`src/rtl/core/cdq_pkg.sv`:
```
// Shared types and constants for the circular deque core.
`timescale 1ns / 1ps
`default_nettype none

package cdq_pkg;

    // Default number of entries held by the deque.
    localparam int unsigned DEF_DEPTH = 128;

    localparam int unsigned WORD_W = 32;
    localparam int unsigned OCC_W  = 8;

    typedef enum logic [1:0] {
        REQ_INS_FRONT = 2'd0,
        REQ_INS_REAR  = 2'd1,
        REQ_REM_FRONT = 2'd2,
        REQ_REM_REAR  = 2'd3
    } t_req;

    typedef enum logic [1:0] {
        ST_DONE  = 2'd0,
        ST_FULL  = 2'd1,
        ST_EMPTY = 2'd2
    } t_status;

    // One-hot operation broadcast to every cell; all zero means hold.
    typedef struct packed {
        logic ins_front;
        logic ins_rear;
        logic rem_front;
        logic rem_rear;
    } t_cell_ctrl;

endpackage

`default_nettype wire

```
`src/rtl/core/cdq_cell.sv`:
```
// One storage cell of the deque row: a word, its valid bit and the shift logic.
`timescale 1ns / 1ps
`default_nettype none

module cdq_cell (
    input  wire logic                          i_clk,
    input  wire logic                          i_rst_n,
    input  wire cdq_pkg::t_cell_ctrl           i_ctrl,
    input  wire logic [cdq_pkg::WORD_W-1:0]    i_word,
    input  wire logic                          i_prev_valid,
    input  wire logic [cdq_pkg::WORD_W-1:0]    i_prev_data,
    input  wire logic                          i_next_valid,
    input  wire logic [cdq_pkg::WORD_W-1:0]    i_next_data,
    output logic                               o_valid,
    output logic [cdq_pkg::WORD_W-1:0]         o_data,
    output logic [cdq_pkg::WORD_W-1:0]         o_tail_data
);

    logic                       r_valid;
    logic                       n_valid;
    logic [cdq_pkg::WORD_W-1:0] r_data;
    logic [cdq_pkg::WORD_W-1:0] n_data;
    logic                       w_is_tail;
    logic                       w_is_slot;

    // The cell holding the rear entry, and the first free cell after it.
    assign w_is_tail = r_valid & ~i_next_valid;
    assign w_is_slot = ~r_valid & i_prev_valid;

    always_comb begin
        n_valid = r_valid;
        n_data  = r_data;
        if (i_ctrl.ins_front) begin
            n_valid = i_prev_valid;
            n_data  = i_prev_data;
        end else if (i_ctrl.ins_rear) begin
            if (w_is_slot) begin
                n_valid = 1'b1;
                n_data  = i_word;
            end
        end else if (i_ctrl.rem_front) begin
            n_valid = i_next_valid;
            n_data  = i_next_data;
        end else if (i_ctrl.rem_rear) begin
            if (w_is_tail) begin
                n_valid = 1'b0;
            end
        end
    end

    always_ff @(posedge i_clk) begin
        if (!i_rst_n) begin
            r_valid <= 1'b0;
        end else begin
            r_valid <= n_valid;
        end
    end

    always_ff @(posedge i_clk) begin
        r_data <= n_data;
    end

    assign o_valid     = r_valid;
    assign o_data      = r_data;
    assign o_tail_data = r_data & {cdq_pkg::WORD_W{w_is_tail}};

endmodule

`default_nettype wire
```
`config.mk`:
```
export PLATFORM = sky130hd
export DESIGN_NAME = cdq_cell
export DESIGN_NICKNAME = d
export VERILOG_FILES = /design/src/rtl/core/cdq_pkg.sv /design/src/rtl/core/cdq_cell.sv
export SDC_FILE = /design/constraint.sdc
export NUM_CORES = 1
export LEC_CHECK = 0
export ABC_AREA = 1
export BUFFER_PORTS_ARGS = -buffer_cell sky130_fd_sc_hd__buf_2
export CORE_UTILIZATION = 38
export DETAILED_ROUTE_END_ITERATION = 16
export GPL_TIMING_DRIVEN = 0
export PLACE_DENSITY = 0.81
export SLEW_MARGIN = 25
export SYNTH_ARGS = -nofsm -noshare
export SYNTH_HDL_FRONTEND = slang
export SYNTH_SLANG_ARGS = --single-unit
export TNS_END_PERCENT = 1
```
`constraint.sdc`:
```
create_clock -name i_clk -period 2.3 [get_ports i_clk]
set_clock_uncertainty 0.15 [all_clocks]
set_input_delay 0.23 -clock i_clk [delete_from_list [all_inputs] [get_ports i_clk]]
set_output_delay 0.23 -clock i_clk [all_outputs]
set_load 0.05 [all_outputs]
```
==> results.ini, run 1 <==
[finish]
final_common_cell=buf_2
syn2layout_area_growth_pct=52.1
stdcell_count=503
final_cell_mix=buf_2 (177), nand2_1 (103), inv_1 (37)
drive_gt1_frac=0.431
diodes=0
fin_nets=539

[pwr]
combPwrFrac=0.361
switching_power_uw=740
p_leak_uw=0.00170
p_total_uw=1880
seqPwrFrac=0.416
switching_share=0.394
p_int_uw=1140
powerDensity_nw_per_um2=643
pwr-share-clk=0.224
peakVddDrop_uv=312

[synth]
synthCells=261
netlist_area_sq_um=1920
ys_types=13
ys_warn_count=0
synth_area_leaders=edfxtp_1 (50%), nand2_1 (20%), nand3_1 (8.6%), inv_1 (7.4%), nor2_1 (6.8%)
synth.top_cell.area_share=0.501
synth_fp_nets=365
syn_avg_cell_area_sq_um=7.35
synth_top_area_cell=edfxtp_1
synth_seq_area_share=0.511
ys_ff_latch=33

[sta]
period_needed_ns=1.79
timing.final.crit_share=0.779
rsz0062_at_grt=no
drv_slew=0
setup_ws_ns=0.508
finalHoldViolCount=0
fmax_mhz=558
setup_viol=0
relSlewSlack=0.539
finalSetupTns_ns=0
worst-slew-pin-transition_ns=0.691

[grt]
grt_max_degree=33
grt_pass1_vias=2054
antenna_found_initial=0
grt_overflow=0
grt_first_pass_wirelength_um=8960
grt_usage=0.226

[place]
place_ws_ns=0.608
hpwl_um=4620
place_inst=495
portBuffers=167
gp_congestion=0.808

[clock_network]
clk_latency_ns=0.28
clk_pin_slew_worst_paths_ns=0.06
cts-resized-gates=0
postCtsSetupRepairBufs=0
h-tree-depth=2
cts_tree=built
numCtsBuffers=5
clockRootBuffer=clkbuf_8
clockBufferDepth=2
clkSinkCount=33
ctsHoldBuffers=0

[floorplanning]
die_w_um=73.0
initial_utilization=0.401
io_pins=169
dieArea_sq_um=5340
die_y_um=73.0
fp.coreArea_sq_um=4790
rows=25

[critical_path]
start_kind=flop
crit_type=flop to output pin
crit_top_cell=buf_2
cpMaxStageDelayCell=dfxtp_1
end_kind=output pin
required_ns=1.92
crit_arrival_ns=1.41
max_stage_delay_ns=0.35
path_cells=nand2_1 > buf_2 > nor2_1 > buf_2
crit_fanout=10

[worst_hold_path]
hp-class=primary input to flop

[detailed_routing]
drt_iter0_markers=76
vias=2236
ant_nets=0
drt-total-wl_um=5990
drt_drc_violations_left=0
firstDrtPassIters=4
wire_per_inst_um=11.9
avgViaCountPerCell=4.45

[outcome]
status=finished clean

[job]
cap_violations=0

==> flip-flops by register name (all words and copies together), names as in the netlist <==
| name | cells |
|---|---|
| o_valid | 1 |
| o_data | 32 |
==> per-stage QoR <==
stage          hold WS, ns  utilization  instance area (sq um)
2_1_floorplan        0.201            -                   1920
3_3_place_gp         0.304        0.593                   2840
3_5_place_dp         0.310        0.593                   2840
4_1_cts             0.0139        0.610                   2920
5_1_grt             0.0295        0.610                   2920
6_report            0.0207        0.610                   2920
==> area by class of cell <==
| type | count | area (sq um) |
|---|---|---|
| timing repair buffer | 167 | 836 |
| sequential | 33 | 981 |
| buffer | 13 | 68.8 |
| multi-input combinational | 176 | 722 |
| fill | 457 | 1870 |
| tap | 67 | 83.8 |
| inverter | 39 | 146 |
| clock buffer | 8 | 80.1 |
==> cell usage after synthesis (all sizes together) <==
| cell type | n |
|---|---|
| dfxtp | 1 |
| edfxtp | 32 |
| clkbuf | 2 |
| nor2 | 37 |
| nand2 | 104 |
| nand3 | 33 |
| buf | 11 |
| inv | 39 |
| a21oi | 2 |
==> worst max-delay path, delay by kind of cell (launching register included) <==
family / cells / cell delay, ns
DFF: 1 / 0.35
and+or+nand+nor: 2 / 0.28
buffers and inverters: 2 / 0.50
==> cells by family (layout without fill, tap and decap cells) <==
logic type,Yosys count,after routing,synth area share
flops,33,33,0.511
buf+inv,52,227,0.112
simple gates,174,174,0.371
compound gates,2,2,0.00522
==> worst paths after layout <==
| kind | start | endpoint | slack (ns) | depth (start not counted) |
|---|---|---|---|---|
| setup / recovery | o_valid | o_tail_data[13] | 0.51 | 4 |
| hold / removal | i_rst_n | o_valid | 0.02 | 3 |
| setup reg to reg | o_valid | o_data[3] | 0.64 | 5 |
| hold reg to reg | o_valid | o_valid | 0.45 | 4 |
==> layer usage <==
metal | vias to the layer above | share of wire | track usage
met5 | - | 0 | 0
met4 | 0 | 0.020 | 0.0893
met3 | 13 | 0.080 | 0.0566
met2 | 125 | 0.52 | 0.432
met1 | 949 | 0.38 | 0.232
li1 | 1149 | - | -
==> power groups by stage <==
stage               Combinational (uW)  Sequential, uW  Clock, uW
floorplan                          235            1020          0
global placement                   670             788          0
detailed placement                 680             791          0
CTS                                681             780        429
global route                       722             787        456
finish                             677             780        420
Power figures use the tool's default switching activity.
==> run 2: changes to the inputs <==
==> constraint.sdc (replaced) <==
create_clock -name i_clk -period 1.8 [get_ports i_clk]
set_clock_uncertainty 0.15 [all_clocks]
set_input_delay 0.18 -clock i_clk [delete_from_list [all_inputs] [get_ports i_clk]]
set_output_delay 0.18 -clock i_clk [all_outputs]
set_load 0.05 [all_outputs]
==> results.ini, run 2 (same netlist as run 1, synthesis figures left out) <==
[sta]
finalHoldViolCount=0
timing.final.crit_share=0.930
fmax_mhz=597
period_needed_ns=1.67
setup_viol=0
drv_slew=0
relSlewSlack=0.533
hold-worst-slack_ns=0.0246
rsz0062_at_grt=no
worst-slew-pin-transition_ns=0.699

[grt]
grt_overflow=0
grt_first_pass_wirelength_um=8930
antenna_found_initial=0
grt_usage=0.225
grt_pass1_vias=2050
grt_max_degree=33

[pwr]
peakVddDrop_uv=400
powerDensity_nw_per_um2=815
p_int_uw=1460
seqPwrFrac=0.414
pwr-share-clk=0.223
p_leak_uw=0.00170
switching_power_uw=948
switching_share=0.394
combPwrFrac=0.363
p_total_uw=2410

[critical_path]
required_ns=1.56
crit_type=flop to flop
start_kind=flop
crit_buf_inv=2
crit_top_cell=nand2_1
cpLargestDelayFamily=buffers and inverters
ff2ff_setup_slack_ns=0.13
max_stage_delay_ns=0.52
crit_arrival_ns=1.43
rr_startpoint=o_valid
end_kind=flop
reg2regPathDepth=5
path_cells=inv_1 > nand2_1 > nand2_1 > nand2_2 > inv_2
r2r_end=o_data[4]
crit_fanout=32
cpMaxStageDelayCell=inv_2

[finish]
final_common_cell=buf_2
largest_reg_flops=32
syn2layout_area_growth_pct=53.9
diodes=0
fin_nets=540
final_cell_mix=buf_2 (168), nand2_1 (102), inv_1 (37)
drive_gt1_frac=0.432
multiInputGateArea_sq_um=724
seqCellArea_sq_um=981
nFillCells=453

[clock_network]
clockRootBuffer=clkbuf_8
cts_tree=built
clk_pin_slew_worst_paths_ns=0.07
clk_latency_ns=0.27
numCtsBuffers=5
clkSinkCount=33
h-tree-depth=2
clockBufferDepth=2

[place]
hpwl_um=4620
portBuffers=167
gp_congestion=0.808

[floorplanning]
rows=25
io_pins=169
die_y_um=73.0
fp.coreArea_sq_um=4790
dieArea_sq_um=5340
die_w_um=73.0
initial_utilization=0.401

[detailed_routing]
ant_nets=0
drt-total-wl_um=6080
drt_iter0_markers=101
firstDrtPassIters=4
drt_drc_violations_left=0
avgViaCountPerCell=4.49
vias=2263
wire_per_inst_um=12.1

[worst_hold_path]
holdCritStartpoint=i_word[13]
hold_depth=3
hp-class=primary input to flop
holdPathEnd=o_data[13]

[outcome]
status=finished clean

[job]
cap_violations=0

run 2: changes by cell type in the layout (fill, tap and decap cells not counted):
| cell | delta |
|---|---|
| clkbuf_4 | +9 |
| nand2_1 | -1 |
| buf_2 | -9 |
| nand2_2 | +1 |
| dlygate4sd3_1 | +1 |
run 2: worst max path at each step:
stage,start,cells after the start,endpoint,slack [ns]
after floorplan,o_valid,3,o_tail_data[10],-0.21
after global placement,i_ctrl[2],6,o_data[4],-0.22
after detailed placement,o_valid,5,o_data[4],0.14
after CTS,o_valid,4,o_tail_data[13],0.03
after global routing,o_valid,4,o_tail_data[5],0.03
final,o_valid,5,o_data[4],0.13
run 2: through the flow:
step | setup TNS [ns] | instance area, sq um | instances | setup WS (ns) | util
after floorplan | -11.67 | 1920 | 261 | -0.212 | -
after global placement | -7.10 | 2840 | 495 | -0.223 | 0.593
after detailed placement | 0 | 2840 | 495 | 0.144 | 0.593
after CTS | 0 | 2930 | 504 | 0.0268 | 0.612
after global routing | 0 | 2950 | 504 | 0.0317 | 0.617
final | 0 | 2950 | 504 | 0.125 | 0.617
run 2: cell type report:
| cell class | count | share of cell area |
|---|---|---|
| well taps | 67 | 0.0284 |
| inverters | 39 | 0.0496 |
| clock buffers | 8 | 0.0271 |
| flip-flops and latches | 33 | 0.332 |
| multi-input cells | 176 | 0.245 |
| plain buffers | 13 | 0.0233 |
| repair buffers | 168 | 0.294 |
run 2: what timing repair did:
item                       CTS  global route
hold buffers                 1             0
hold endpoints to repair     1             0
buffers inserted             0             0
setup endpoints to repair    0            30
resized for setup            0            10
run 2: layer usage:
metal  share of wire  wire length (um)  GRT usage
met2            0.53              3210      0.434
met4           0.016               100     0.0850
met1            0.37              2260      0.231
met3           0.083               503     0.0552
met5               0                 0          0
run 2: power groups by stage:
stage / logic [uW] / registers [uW] / clock network [uW]
after detailed placement: 869 / 1010 / 0
after CTS: 872 / 997 / 548
final: 874 / 998 / 536
after global routing: 930 / 1010 / 583
after floorplan: 300 / 1310 / 0
after global placement: 856 / 1010 / 0
run 2: tightest hold or removal path: stages:
cell	delay (ns)
buf_2	0.07
nand2_1	0.04
nand3_1	0.05
